File: src/hdl/kxb32_pkg.sv
`timescale 1ns / 1ps
`default_nettype none

package kxb32_pkg;

	// Key store: four 64-bit words, 32 bytes in all
	localparam int KEY_WORDS     = 4;
	localparam int KEY_TOTAL     = 32;
	localparam int KEY_IDX_W     = 5;
	localparam int KEY_BYTES_DEF = 32;
	localparam int CFG_IDX_W     = 8;

	// Queue between front and back
	localparam int QDEPTH = 4;
	localparam int QAW    = 2;

	typedef logic [4:0] sym_idx_t;

	// One classified byte: up to three symbol indices ready for emission
	typedef struct packed {
		logic [1:0]          n;
		sym_idx_t [2:0]      sym;
		logic                last;
	} grp_t;

	// RFC 4648 base32 alphabet: A..Z then 2..7
	function automatic logic [6:0] b32_char(input sym_idx_t idx);
		logic [6:0] c;
		if (idx < 5'd26) begin
			c = 7'h41 + {2'b00, idx};
		end else begin
			c = 7'h32 + {2'b00, idx - 5'd26};
		end
		return c;
	endfunction

endpackage

`default_nettype wire

File: src/hdl/kxb32_front.sv
`timescale 1ns / 1ps
`default_nettype none

module kxb32_front import kxb32_pkg::*; #(
	parameter int KEY_BYTES = KEY_BYTES_DEF
) (
	input  wire logic                          clk,
	input  wire logic                          arst_n,
	input  wire logic [KEY_TOTAL-1:0][7:0]     key_b,
	input  wire logic                          in_push,
	input  wire logic [7:0]                    in_data,
	input  wire logic                          in_last,
	output grp_t                               grp
);

	localparam int KW = (KEY_BYTES > 1) ? $clog2(KEY_BYTES) : 1;

	logic [7:0]    pos_q;
	logic [KW-1:0] kidx_q;
	logic [3:0]    acc_q;
	logic [2:0]    cnt_q;

	logic [KEY_IDX_W-1:0] kidx5;
	logic [7:0]           x;
	logic [11:0]          wide;
	logic [3:0]           tot;
	logic [3:0]           sh0;
	logic [3:0]           sh1;
	logic                 two;
	logic [2:0]           rem;
	logic                 flush;
	sym_idx_t             sym0;
	sym_idx_t             sym1;
	sym_idx_t             fsym;
	logic [3:0]           acc_mask;

	always_comb begin
		kidx5    = KEY_IDX_W'(kidx_q);
		x        = in_data ^ key_b[kidx5] ^ pos_q;
		wide     = {acc_q, x};
		tot      = {1'b0, cnt_q} + 4'd8;
		sh0      = tot - 4'd5;
		sh1      = tot - 4'd10;
		two      = (tot >= 4'd10);
		rem      = two ? 3'(sh1) : 3'(sh0);
		flush    = in_last && (rem != 3'd0);
		sym0     = 5'(wide >> sh0);
		sym1     = 5'(wide >> sh1);
		// left-align leftover bits, zero fill
		fsym     = 5'(wide << (3'd5 - rem));
		acc_mask = (4'd1 << rem) - 4'd1;

		grp.n      = 2'd1 + {1'b0, two} + {1'b0, flush};
		grp.sym[0] = sym0;
		grp.sym[1] = two ? sym1 : fsym;
		grp.sym[2] = fsym;
		grp.last   = in_last;
	end

	always_ff @(posedge clk or negedge arst_n) begin
		if (!arst_n) begin
			pos_q  <= '0;
			kidx_q <= '0;
			acc_q  <= '0;
			cnt_q  <= '0;
		end else if (in_push) begin
			if (in_last) begin
				pos_q  <= '0;
				kidx_q <= '0;
				acc_q  <= '0;
				cnt_q  <= '0;
			end else begin
				pos_q <= pos_q + 8'd1;
				// key index follows position mod KEY_BYTES, including the wrap at 256
				if (pos_q == 8'hFF || kidx_q == KW'(KEY_BYTES - 1)) begin
					kidx_q <= '0;
				end else begin
					kidx_q <= kidx_q + KW'(1);
				end
				acc_q <= wide[3:0] & acc_mask;
				cnt_q <= rem;
			end
		end
	end

endmodule

`default_nettype wire

File: src/hdl/kxb32_fifo.sv
`timescale 1ns / 1ps
`default_nettype none

module kxb32_fifo import kxb32_pkg::*; (
	input  wire logic clk,
	input  wire logic arst_n,
	input  wire logic wr_en,
	input  wire grp_t wr_data,
	output logic      full,
	input  wire logic rd_en,
	output grp_t      rd_data,
	output logic      empty
);

	grp_t           mem [QDEPTH];
	logic [QAW-1:0] wr_ptr_q;
	logic [QAW-1:0] rd_ptr_q;
	logic [QAW:0]   cnt_q;

	assign full    = (cnt_q == (QAW+1)'(QDEPTH));
	assign empty   = (cnt_q == '0);
	assign rd_data = mem[rd_ptr_q];

	always_ff @(posedge clk) begin
		if (wr_en) begin
			mem[wr_ptr_q] <= wr_data;
		end
	end

	always_ff @(posedge clk or negedge arst_n) begin
		if (!arst_n) begin
			wr_ptr_q <= '0;
			rd_ptr_q <= '0;
			cnt_q    <= '0;
		end else begin
			if (wr_en) begin
				wr_ptr_q <= wr_ptr_q + QAW'(1);
			end
			if (rd_en) begin
				rd_ptr_q <= rd_ptr_q + QAW'(1);
			end
			if (wr_en && !rd_en) begin
				cnt_q <= cnt_q + (QAW+1)'(1);
			end else if (rd_en && !wr_en) begin
				cnt_q <= cnt_q - (QAW+1)'(1);
			end
		end
	end

endmodule

`default_nettype wire

File: src/hdl/kxb32_back.sv
`timescale 1ns / 1ps
`default_nettype none

module kxb32_back import kxb32_pkg::*; (
	input  wire logic       clk,
	input  wire logic       arst_n,
	input  wire grp_t       grp,
	input  wire logic       grp_empty,
	output logic            grp_pop,
	output logic            empty,
	input  wire logic       pop,
	output logic [6:0]      symbol_char,
	output logic            last_symbol
);

	logic       valid_q;
	logic [1:0] sub_q;
	logic [6:0] char_q;
	logic       last_q;
	logic       load;
	logic       at_end;

	assign load        = !grp_empty && (!valid_q || pop);
	assign at_end      = (sub_q == grp.n - 2'd1);
	assign grp_pop     = load && at_end;
	assign empty       = !valid_q;
	assign symbol_char = char_q;
	assign last_symbol = last_q;

	always_ff @(posedge clk) begin
		if (load) begin
			char_q <= b32_char(grp.sym[sub_q]);
			last_q <= grp.last && at_end;
		end
	end

	always_ff @(posedge clk or negedge arst_n) begin
		if (!arst_n) begin
			valid_q <= 1'b0;
			sub_q   <= '0;
		end else begin
			if (load) begin
				valid_q <= 1'b1;
			end else if (pop) begin
				valid_q <= 1'b0;
			end
			if (load) begin
				sub_q <= at_end ? 2'd0 : sub_q + 2'd1;
			end
		end
	end

endmodule

`default_nettype wire

File: src/hdl/keyed_xor_base32_encoder.sv
`timescale 1ns / 1ps
`default_nettype none

// Channel   | Handshake                 | Payload
// ----------+---------------------------+------------------------------
// input     | push / full               | data_byte[7:0], last_byte
// result    | empty / pop               | symbol_char[6:0], last_symbol
// config    | cfg_valid / cfg_ready     | cfg_index[7:0], cfg_data[63:0]
//
// The front takes one byte per cycle while the four-entry group queue has room.
// The back emits one character per cycle while pop is held and groups wait, so a
// byte yields one to three characters (about 1.6 on average, two at most in steady
// state without a flush). A group goes through the queue, then the output register.
// Reset clears position, accumulator, key words, queue and output valid flag.
// Either side may stall on its own; the queue absorbs the difference.

module keyed_xor_base32_encoder import kxb32_pkg::*; #(
	parameter int KEY_BYTES = KEY_BYTES_DEF
) (
	input  wire logic                 clk,
	input  wire logic                 arst_n,
	input  wire logic                 push,
	output logic                      full,
	input  wire logic [7:0]           data_byte,
	input  wire logic                 last_byte,
	output logic                      empty,
	input  wire logic                 pop,
	output logic [6:0]                symbol_char,
	output logic                      last_symbol,
	input  wire logic                 cfg_valid,
	output logic                      cfg_ready,
	input  wire logic [CFG_IDX_W-1:0] cfg_index,
	input  wire logic [63:0]          cfg_data
);

	// Key words; byte 0 of each word sits in its low bits
	logic [KEY_WORDS-1:0][63:0] key_q;
	logic [KEY_TOTAL-1:0][7:0]  key_b;

	logic q_push;
	logic q_full;
	logic q_empty;
	logic q_pop;
	grp_t grp_in;
	grp_t grp_out;

	assign key_b     = key_q;
	assign cfg_ready = 1'b1;
	assign full      = q_full;
	// accept a byte only when its group has a slot waiting
	assign q_push    = push && !q_full;

	// Take key writes; drop any index past the last key word
	always_ff @(posedge clk or negedge arst_n) begin
		if (!arst_n) begin
			key_q <= '0;
		end else if (cfg_valid && cfg_ready) begin
			if (cfg_index < CFG_IDX_W'(KEY_WORDS)) begin
				key_q[cfg_index[1:0]] <= cfg_data;
			end
		end
	end

	// Front: whiten the byte, pack bits and classify into one group
	kxb32_front #(
		.KEY_BYTES(KEY_BYTES)
	) u_front (
		.clk     (clk),
		.arst_n  (arst_n),
		.key_b   (key_b),
		.in_push (q_push),
		.in_data (data_byte),
		.in_last (last_byte),
		.grp     (grp_in)
	);

	// Hold groups until the back is ready for them
	kxb32_fifo u_fifo (
		.clk     (clk),
		.arst_n  (arst_n),
		.wr_en   (q_push),
		.wr_data (grp_in),
		.full    (q_full),
		.rd_en   (q_pop),
		.rd_data (grp_out),
		.empty   (q_empty)
	);

	// Back: advance through the group one character per transaction
	kxb32_back u_back (
		.clk         (clk),
		.arst_n      (arst_n),
		.grp         (grp_out),
		.grp_empty   (q_empty),
		.grp_pop     (q_pop),
		.empty       (empty),
		.pop         (pop),
		.symbol_char (symbol_char),
		.last_symbol (last_symbol)
	);

`ifndef SYNTHESIS
	// Back never drains a group from an empty queue
	a_no_underflow: assert property (@(posedge clk) disable iff (!arst_n)
		q_pop |-> !q_empty)
		else $error("group popped from empty queue");

	// An idle output register picks up a waiting group on the next edge
	a_fill_idle: assert property (@(posedge clk) disable iff (!arst_n)
		(empty && !q_empty) |=> !empty)
		else $error("output stayed empty while a group waited");

	// Retiring a group always leaves its final character on the ports
	a_retire_shows: assert property (@(posedge clk) disable iff (!arst_n)
		q_pop |=> !empty)
		else $error("group retired without a character shown");
`endif

endmodule

`default_nettype wire

File: config.mk
export PLATFORM = sky130hd
export DESIGN_NAME = keyed_xor_base32_encoder
export DESIGN_NICKNAME = d
export VERILOG_FILES = /design/src/hdl/kxb32_pkg.sv /design/src/hdl/kxb32_front.sv /design/src/hdl/kxb32_fifo.sv /design/src/hdl/kxb32_back.sv /design/src/hdl/keyed_xor_base32_encoder.sv
export SDC_FILE = /design/constraint.sdc
export NUM_CORES = 1
export LEC_CHECK = 0
export BUFFER_PORTS_ARGS = -buffer_cell sky130_fd_sc_hd__buf_2
export CORE_MARGIN = 4
export CORE_UTILIZATION = 52
export DETAILED_ROUTE_END_ITERATION = 10
export GPL_TIMING_DRIVEN = 0
export PLACE_DENSITY = 0.8
export SYNTH_ARGS = -nofsm -noshare
export SYNTH_HDL_FRONTEND = slang
export SYNTH_HIERARCHICAL = 1
export SYNTH_SLANG_ARGS = --single-unit
export TNS_END_PERCENT = 5
File: constraint.sdc
create_clock -name clk -period 3.1 [get_ports clk]
set_clock_uncertainty 0.2 [all_clocks]
set_input_delay 0.465 -clock clk [delete_from_list [all_inputs] [get_ports clk]]
set_output_delay 0.465 -clock clk [all_outputs]
set_load 0.1 [all_outputs]
Word level (Yosys, flattened, before mapping)
Memory sizes are Yosys's and may differ from the RTL's.
Index checks and enable logic that the tools add are counted.

word-level totals
  bits in registers = 294
  memory bits (writable) = 72
  memories = 1

memories
  memory      depth  width  read ports  clocked after Yosys merged registers in  write ports  RTL line          text
  u_fifo.mem  4      18     1           0                                        1            kxb32_fifo.sv:15  grp_t mem [QDEPTH];

operators by class
  $add $sub $neg = 18
  magnitude comparators = 7
  eq/ne operators = 4
  shifts and indexed selects = 4
  mux-type cells = 22
  bitwise gates (word level) = 3
  reductions and logical operators = 20

operators with widths
  operator                                                              count
  256-bit bitwise mux                                                   1
  64-bit demux with 2-bit select                                        1
  64-bit 2-to-1 mux                                                     1
  8-bit binary-select mux with 5-bit select                             1
  12-bit by 4-bit >> shifter with 5-bit output                          2
  5-bit 2-to-1 mux                                                      4
  8-bit 2-to-1 mux                                                      2
  8-bit XOR                                                             2
  3-bit 2-to-1 mux                                                      4
  12-bit by 3-bit << shifter with 5-bit output                          1
  5-bit binary-select mux with 2-bit select                             1
  8-bit by 1-bit adder with 8-bit output, second input constant         1
  8-bit equality test, second input constant                            1
  1-bit logical AND                                                     8
  8-bit by 3-bit < comparator with 1-bit output, second input constant  1
  6-bit by 5-bit adder with 7-bit output, first input constant          1
  7-bit by 5-bit adder with 7-bit output, first input constant          1
  7-bit 2-to-1 mux                                                      1
  2-bit by 1-bit adder with 2-bit output, second input constant         3
  2-bit by 3-bit < comparator with 1-bit output, second input constant  2
  5-bit by 6-bit < comparator with 1-bit output, second input constant  1
  5-bit by 1-bit adder with 5-bit output, second input constant         1
  5-bit equality test, second input constant                            1
  1-bit zero test                                                       5
  26 further kinds                                                      31

Logic depth before layout (Yosys ltp)
Gate-level depths: netlist of run 1.

  depth in word-level cells = 7
  depth in mapped cells = 14
  gate-level depth less buffers = 13

Cells and area by module
Netlist of run 1, hierarchy kept.

modules (own cells, without submodules)
  module                    instances  cells each  area each (um2)
  keyed_xor_base32_encoder  1          548         10473.8
  kxb32_front               1          508         4504.3
  kxb32_fifo                1          128         2992.9
  kxb32_back                1          79          824.5

Worst setup path before layout of run 1
OpenSTA, ideal clock, no wires.

  path type = register -> register
  start = reg u_fifo.cnt_q[0]
  end = reg u_fifo.cnt_q[1]
  arrival time = 4305 ps
  data required time = 2775 ps
  slack = -1530 ps
  stages on the path, launching flop included = 7
  path buffers = 0
  period minus slack after synthesis = 4630 ps
  cell sequence = dfrtp_1 nor3b_1 nor2b_1 ha_1 inv_1 fa_1 mux2_2

between the ends
  elaborated cells on any way between the ends = 16

RTL lines
  what                                 RTL line                        text
  start: declaration                   kxb32_fifo.sv:18                logic [QAW:0] cnt_q;
  start signal: assignment             kxb32_fifo.sv:43                cnt_q <= cnt_q + (QAW+1)'(1);
  start signal: assignment             kxb32_fifo.sv:45                cnt_q <= cnt_q - (QAW+1)'(1);
  3-bit equality test (*)              kxb32_fifo.sv:20                assign full = (cnt_q == (QAW+1)'(QDEPTH));
  via full                             keyed_xor_base32_encoder.sv:23  output logic full,
  1-bit zero test (*)                  keyed_xor_base32_encoder.sv:51  assign q_push = push && !q_full;
  1-bit logical AND (*)                keyed_xor_base32_encoder.sv:51
  via q_push                           keyed_xor_base32_encoder.sv:40  logic q_push;
  1-bit zero test                      kxb32_fifo.sv:44                end else if (rd_en && !wr_en) begin
  1-bit logical AND                    kxb32_fifo.sv:44
  2-bit nonzero test (no source line)  -

Mark *: on every way through the listed nets, which the timed path passes. The rest lies on a longest branch. The select of a mux whose other input is x is not followed.
A chain may end at the register's enable or synchronous reset.

==> results.ini, run 1 <==
[run_status]
status = finished, violations left
failed_checks = negative setup slack

[job]
timing.max_cap.violations = 0

[placed_design]
pre_cts_ws_ns = -1.31
numPortBuffers = 95
detailed_place_hpwl_um = 32800
placer_congestion_estimate = 0.923

[final_layout]
drive_above_1_share_pct = 43.5
synthToLayoutAreaGrowth_pct = 18.9
n_fill_cell = 2541
multiInputGateArea_um2 = 8750
layout.nets = 1575
seqCellArea_um2 = 9560

[global_route]
grt_util_all_layers_pct = 26.0
grt_max_degree = 126
first_global_vias = 12639
grt_antenna_before_repair = 1
grt_overflow = 0
wire_length_of_the_first_global_routing_pass_um = 77900

[power]
power_leakage_nw = 10.1
power.share.combinational_pct = 42.1
sequentialPowerShare_pct = 33.4
switching_power_mw = 7.17
pwr-share-clk_pct = 24.5
finalPower_mw = 19.3
power.density_nw_per_um2 = 864
vdd_drop_max_mv = 0.606
internal_power_mw = 12.1
swShare_pct = 37.1

[timing]
slew_viol_final = 0
final.period_utilization_pct = 115
rsz0062_at_grt = yes
timing.final.setup_violations = 60
worst_slew_pin_slew_ns = 0.968
report.final.hold_viol_count = 0
max_slew_margin_pct = 35.5
min_hold_slack_ns = 0.0149
timing.final.crit_period_ns = 3.58
fmax_ghz = 0.280
pnr_worst_setup_slack_ns = -0.477

[yosys]
yosys_warnings = 6
synth_area_leader_cell = sky130_fd_sc_hd__dfrtp_1
post_synth_num_cell_types = 82
postSynthCellCount = 1263
netlist_area_um2 = 18800
syn_nets = 1369
synth_sequential_area_ratio_pct = 50.9
synth.top_cells.by_area = sky130_fd_sc_hd__dfrtp_1 38%, sky130_fd_sc_hd__mux2_4 14%, sky130_fd_sc_hd__edfxtp_1 13%
ys_seq_elements = 366
synth_top_flop_cell = sky130_fd_sc_hd__dfrtp_1
synth_largest_type_area_fraction_pct = 38.1
postSynth.asyncResetShare_pct = 78.1
synth_area_per_cell_um2 = 14.9
synth_edf_count = 80

[cts]
cts_tree = done
worst_setup_hold_path_clk_slew_ns = 0.06
clock_sinks = 366
clkLatencyLatePin_ns = 0.56
cts.htree.levels = 2
cts_root_buf = sky130_fd_sc_hd__clkbuf_16
number_of_cts_inserted_buffers = 40
cts.path.max_buffers = 3

[hold_path]
holdPathStages = 2
min_path_type = in2reg

[critical_path]
path_class = reg2reg
setup.worst_path.end_class = flip-flop
path_max_fanout = 8
slowest_delay_ns = 0.47
setup.reg_to_reg.worst_slack_ns = -0.48
critical_path_cell_list = buf_12 -> buf_12 -> buf_12 -> buf_12 -> buf_6 -> mux2i_1 -> a22oi_1 -> a21oi_2 -> nor4_4 -> xnor2_1 -> buf_4 -> buf_6 -> mux2i_2 -> a32oi_1 -> o211ai_1 -> buf_4
worst-r2r-cell-count = 16
cpMaxStageDelayCell = sky130_fd_sc_hd__dfrtp_2
critical_path.most_common_cell = sky130_fd_sc_hd__buf_12
cp_data_arrival_time_ns = 3.67
timing.critical_path.from_type = flip-flop
worstPathRequired_ns = 3.20

[die]
ios = 97
dieHeight_um = 198
design.die.area_um2 = 39300
start_util_pct = 52.7
rows = 69
die_x_um = 198
fp.coreArea_um2 = 35700

[route]
route.antenna.remaining_nets = 0
drt-wirelength-per-cell_um = 25.9
remaining_drc_errors = 0
detailedRoute.firstIterationViolations = 1084
vias_per_cell = 6.14
routed_wl_um = 50700
vias = 12031
detailed_routing_iterations_pass_1 = 5

-- metrics by stage --
step	instances	TNS, ns	utilization [%]	area, um2
floorplan	1263	-1.35	-	18800
global route	1960	-22.14	62.7	22300
global placement	1819	-1143.13	55.7	19900
CTS	1953	-12.76	62.2	22200
finish	1961	-16.67	62.7	22300
detailed placement	1821	-58.35	55.9	19900
-- timing repair --
item                       4_1_cts  5_1_grt
hold buffers                    31        0
hold endpoints to repair       141        0
resized for setup               87       27
setup buffers                   30        6
pin swaps                       21       22
setup endpoints to repair       74       75
-- layout by cell type (no fill, tap or decap), types with 23 or more instances in the layout --
cell,synthesis,routed
sky130_fd_sc_hd__buf_2,6,96
sky130_fd_sc_hd__nand2_1,49,48
sky130_fd_sc_hd__dlygate4sd3_1,0,31
sky130_fd_sc_hd__edfxtp_1,80,80
sky130_fd_sc_hd__mux2_4,180,180
sky130_fd_sc_hd__a21oi_1,32,24
sky130_fd_sc_hd__mux2_2,81,81
sky130_fd_sc_hd__o21ai_0,26,23
sky130_fd_sc_hd__clkbuf_1,21,23
sky130_fd_sc_hd__mux2i_1,71,66
sky130_fd_sc_hd__buf_4,12,38
sky130_fd_sc_hd__clkbuf_16,0,41
sky130_fd_sc_hd__nand3_1,26,26
sky130_fd_sc_hd__buf_6,24,28
sky130_fd_sc_hd__inv_1,24,23
sky130_fd_sc_hd__mux4_2,60,60
sky130_fd_sc_hd__dfrtp_1,286,285
sky130_fd_sc_hd__nor2_1,40,35
-- area by class of cell --
type | count | area share (%)
sequential | 366 | 42.8
clock buffer | 56 | 5.16
inverter | 25 | 0.420
multi-input combinational | 792 | 39.2
timing repair buffer | 164 | 5.21
tap | 461 | 2.58
buffer | 80 | 3.95
clock inverter | 15 | 0.694
antenna | 2 | 0.0224
-- synth_stat cells, drive strengths merged, types with 8 or more instances --
| library cell | instances |
|---|---|
| o21ai | 33 |
| xnor2 | 20 |
| edfxtp | 80 |
| a22oi | 25 |
| clkbuf | 21 |
| nor2 | 41 |
| mux4 | 60 |
| nand2 | 49 |
| o22ai | 8 |
| dfrtp | 286 |
| mux2 | 261 |
| mux2i | 71 |
| nand3 | 26 |
| nor3 | 10 |
| xor2 | 15 |
| nand2b | 9 |
| inv | 25 |
| ha | 19 |
| buf | 59 |
| a21oi | 33 |
-- sequential cells by signal, indices dropped and copies added, names as in the netlist --
| signal | count |
|---|---|
| u_back/symbol_char | 7 |
| u_fifo/cnt_q | 3 |
| key_b | 256 |
| u_back/sub_q | 2 |
| u_back/valid_q | 1 |
| u_front/acc_q | 4 |
| u_fifo/mem | 72 |
| u_front/kidx5 | 5 |
| u_fifo/rd_ptr_q | 2 |
| u_fifo/wr_ptr_q | 2 |
| u_front/pos_q | 8 |
| u_back/last_symbol | 1 |
| u_front/cnt_q | 3 |
-- layer usage --
layer  vias up  GRT usage [%]  wire length [um]  part of all wire, %
met3       141           3.49              3460                  6.8
met1      6165           34.4             20000                   39
met2       576           43.7             24900                   49
li1       5149              -                 -                    -
met4         0           10.6              2340                  4.6
met5         -              0                 0                    0
-- worst max-delay path: cells and delay by family, from the launching register on --
family	cells	cell delay, ns
buffers and inverters	8	1.18
AO/OA/AOI/OAI	4	0.75
flip-flops	1	0.47
AND/OR/NAND/NOR	1	0.35
multiplexers	2	0.18
XOR/XNOR	1	0.18
-- worst paths after layout --
path	from	end
max in group asynchronous	arst_n	key_b[25]
max	u_front/kidx5[0]	u_fifo/mem[3][9]
min in group asynchronous	arst_n	u_fifo/wr_ptr_q[1]
min reg2reg	u_fifo/cnt_q[2]	u_fifo/cnt_q[2]
min	cfg_data[42]	key_b[106]
max reg2reg	u_front/kidx5[0]	u_fifo/mem[3][9]
-- power by group through the flow --
stage | clock, mW | combinational [mW] | sequential [mW]
floorplan | 0 | 4.74 | 6.76
global placement | 0 | 6.62 | 6.46
detailed placement | 0 | 6.82 | 6.52
CTS | 4.81 | 7.78 | 6.44
global route | 5.01 | 8.70 | 6.51
finish | 4.74 | 8.12 | 6.45
-- logic make-up after synthesis --
family	after synthesis	share of synthesized area [%]
flops	366	50.9
compound gates	159	5.92
xor+xnor	35	1.91
fa+ha+maj	20	1.37
buf+inv	105	4.46
other cells	1	0.0200
simple gates	185	5.25
mux	392	30.2
Power figures use the tool's default switching activity.
==> run 2, diff against run 1 <==
Settings changed: GPL_TIMING_DRIVEN 0 to 1, SKIP_LAST_GASP from default to 1, SYNTH_HIERARCHICAL 1 to default.
==> results.ini, run 2 <==
[power]
power.density_nw_per_um2 = 900
switching_power_mw = 6.99
sequentialPowerShare_pct = 33.0
power_leakage_nw = 9.69
power.share.combinational_pct = 42.2
internal_power_mw = 12.4
swShare_pct = 36.0
vdd_drop_max_mv = 0.888
pwr-share-clk_pct = 24.8

[critical_path]
regToRegStartpoint = u_front.kidx5[0]
reg2reg_to = u_fifo.mem[3][6]
cp_data_arrival_time_ns = 3.29
setup.worst_path.end_class = flip-flop
path_class = reg2reg
setup.reg_to_reg.worst_slack_ns = -0.05
timing.critical_path.from_type = flip-flop
path_max_fanout = 8
worst-r2r-cell-count = 10
worstPathRequired_ns = 3.25

[timing]
timing.final.setup_violations = 32
worst_slew_pin_slew_ns = 0.725
final.period_utilization_pct = 102
max_slew_margin_pct = 51.5
report.final.hold_viol_count = 0
timing.final.crit_period_ns = 3.15
min_hold_slack_ns = 0.000931
slew_viol_final = 0
fmax_ghz = 0.318
rsz0062_at_grt = yes
pnr_worst_setup_slack_ns = -0.0486

[placed_design]
pre_cts_ws_ns = -0.216
placer_congestion_estimate = 0.953
numPortBuffers = 95
detailed_place_hpwl_um = 29300
placed_cells = 1911

[yosys]
postSynth.asyncResetShare_pct = 78.1
synth_largest_type_area_fraction_pct = 40.3
synth_edf_count = 80
synth_top_flop_cell = sky130_fd_sc_hd__dfrtp_1
post_synth_num_cell_types = 67
postSynthCellCount = 1330
synth.top_cells.by_area = sky130_fd_sc_hd__dfrtp_1 40%, sky130_fd_sc_hd__mux2_2 17%, sky130_fd_sc_hd__edfxtp_1 14%
netlist_area_um2 = 17800
ys_seq_elements = 366
synth_area_leader_cell = sky130_fd_sc_hd__dfrtp_1
synth.top_cells.by_count = 286 x sky130_fd_sc_hd__dfrtp_1, 265 x sky130_fd_sc_hd__mux2_2, 108 x sky130_fd_sc_hd__mux2i_1
synth_sequential_area_ratio_pct = 53.8
synth_most_common_cell = sky130_fd_sc_hd__dfrtp_1
synth_area_per_cell_um2 = 13.4
syn_nets = 1436
yosys_warnings = 0

[die]
die_x_um = 193
rows = 67
dieHeight_um = 193
ios = 97
fp.coreArea_um2 = 33600
start_util_pct = 52.8
design.die.area_um2 = 37200

[job]
timing.max_cap.violations = 0

[final_layout]
drive_above_1_share_pct = 41.7
final_cell_mix = 282 x sky130_fd_sc_hd__dfrtp_1, 263 x sky130_fd_sc_hd__mux2_2, 105 x sky130_fd_sc_hd__mux2i_1, 105 x sky130_fd_sc_hd__buf_4, 94 x sky130_fd_sc_hd__buf_2
layout.cells.most_common = sky130_fd_sc_hd__dfrtp_1
synthToLayoutAreaGrowth_pct = 21.6
flip_flop_count_of_the_largest_register_all_copies_and_words_added = 256
layout.nets = 1650
final_cell_count_no_fill = 2023

[cts]
clock_sinks = 366
cts_tree = done
clkLatencyLatePin_ns = 0.55
cts.path.max_buffers = 3
cts_root_buf = sky130_fd_sc_hd__clkbuf_16
worst_setup_hold_path_clk_slew_ns = 0.06
number_of_cts_inserted_buffers = 39
cts.htree.levels = 2

[global_route]
grt_max_degree = 79
grt_antenna_before_repair = 2
grt_overflow = 0
grt_util_all_layers_pct = 23.3
wire_length_of_the_first_global_routing_pass_um = 68300
first_global_vias = 12627

[route]
routed_wl_um = 43400
detailed_routing_iterations_pass_1 = 5
vias_per_cell = 5.90
route.antenna.remaining_nets = 0
remaining_drc_errors = 0
detailedRoute.firstIterationViolations = 732
vias = 11942
drt-wirelength-per-cell_um = 21.5

[run_status]
failed_checks = negative setup slack
status = finished, violations left

[hold_path]
worst_hold_startpoint = cfg_data[38]
whs_endpoint = key_b[166]
holdPathStages = 2
min_path_type = in2reg

run 2: changes by cell type after synthesis, sizes merged, moves of 5 or more:
cell     before  now
mux2i        71  108
o22ai         8   18
mux4         60   38
o21ai        33   47
clkbuf       21   46
buf          59   33
a22oi        25   39
nand2        49   80
nor3         10   17
a221oi        6    1
a21oi        33   17
o2bb2ai       6    0
run 2: what timing repair did:
| item | CTS | global route |
|---|---|---|
| gates cloned | 1 | 0 |
| setup buffers | 6 | 5 |
| endpoints found under the hold margin | 121 | 0 |
| gates resized for setup | 37 | 45 |
| pin swaps | 15 | 25 |
| endpoints found under the setup margin | 60 | 67 |
| hold buffers | 29 | 0 |
run 2: worst max-delay path by stage:
stage	start	endpoint	slack, ns	cells past startpoint
after floorplan	u_fifo.cnt_q[0]	u_fifo.cnt_q[1]	-0.04	9
after global placement	u_front.kidx5[0]	u_fifo.mem[0][6]	-0.18	10
after detailed placement	u_front.kidx5[1]	u_fifo.mem[1][6]	-0.22	11
after CTS	u_front.kidx5[0]	u_fifo.mem[1][6]	-0.04	10
after global routing	u_front.kidx5[0]	u_fifo.mem[1][2]	-0.13	15
final	u_front.kidx5[0]	u_fifo.mem[3][6]	-0.05	10
run 2: logic make-up after synthesis:
logic type | synth area share (%)
flip-flops | 53.8
XOR/XNOR | 1.78
buffers and inverters | 2.66
AND/OR/NAND/NOR | 6.11
adder cells (fa/ha/maj) | 1.45
other | 0.0211
AO/OA/AOI/OAI | 6.39
multiplexers | 27.8
run 2: final cells by class:
type                       count  area, um2
fill                        2383      12000
sequential                   366       9560
multi-input combinational    859       8090
timing repair buffer         252       1950
clock buffer                  56       1100
tap                          448        561
clock inverter                15        243
inverter                      26       97.6
antenna                        1       2.50
run 2: power by group through the flow:
stage               Clock [mW]  Combinational (mW)  Sequential [mW]
global route              5.12                8.77             6.48
CTS                       4.90                7.70             6.42
global placement             0                7.13             6.46
finish                    4.82                8.20             6.42
floorplan                    0                4.40             6.72
detailed placement           0                7.28             6.51
run 2: layer usage:
layer | routed length (um) | GRT usage [%] | up-vias
li1 | - | - | 5370
met1 | 17600 | 30.2 | 6117
met2 | 22000 | 40.3 | 356
met3 | 2430 | 3.78 | 97
met4 | 1330 | 7.73 | 2
met5 | 10 | 0 | -
run 2: stage by stage:
step                setup TNS (ns)  power [mW]  util (%)  cell area [um2]
finish                      -0.852        19.4      64.3            21600
global route                 -5.70        20.4      64.3            21600
CTS                          -1.67        19.0      63.6            21400
detailed placement           -7.50        13.8      58.0            19500
global placement             -4.55        13.6      58.0            19500
floorplan                  -0.0417        11.1         -            17800
run 2: critical path, cell delays in order (launching register included):
cell	delay (ns)
sky130_fd_sc_hd__dfrtp_1	0.41
sky130_fd_sc_hd__buf_6	0.17
sky130_fd_sc_hd__mux4_2	0.51
sky130_fd_sc_hd__mux4_2	0.52
sky130_fd_sc_hd__nand2_2	0.12
sky130_fd_sc_hd__nand3_4	0.11
sky130_fd_sc_hd__xnor2_4	0.16
sky130_fd_sc_hd__buf_6	0.15
sky130_fd_sc_hd__a221oi_2	0.27
sky130_fd_sc_hd__nand3_1	0.17
sky130_fd_sc_hd__o2111ai_4	0.16
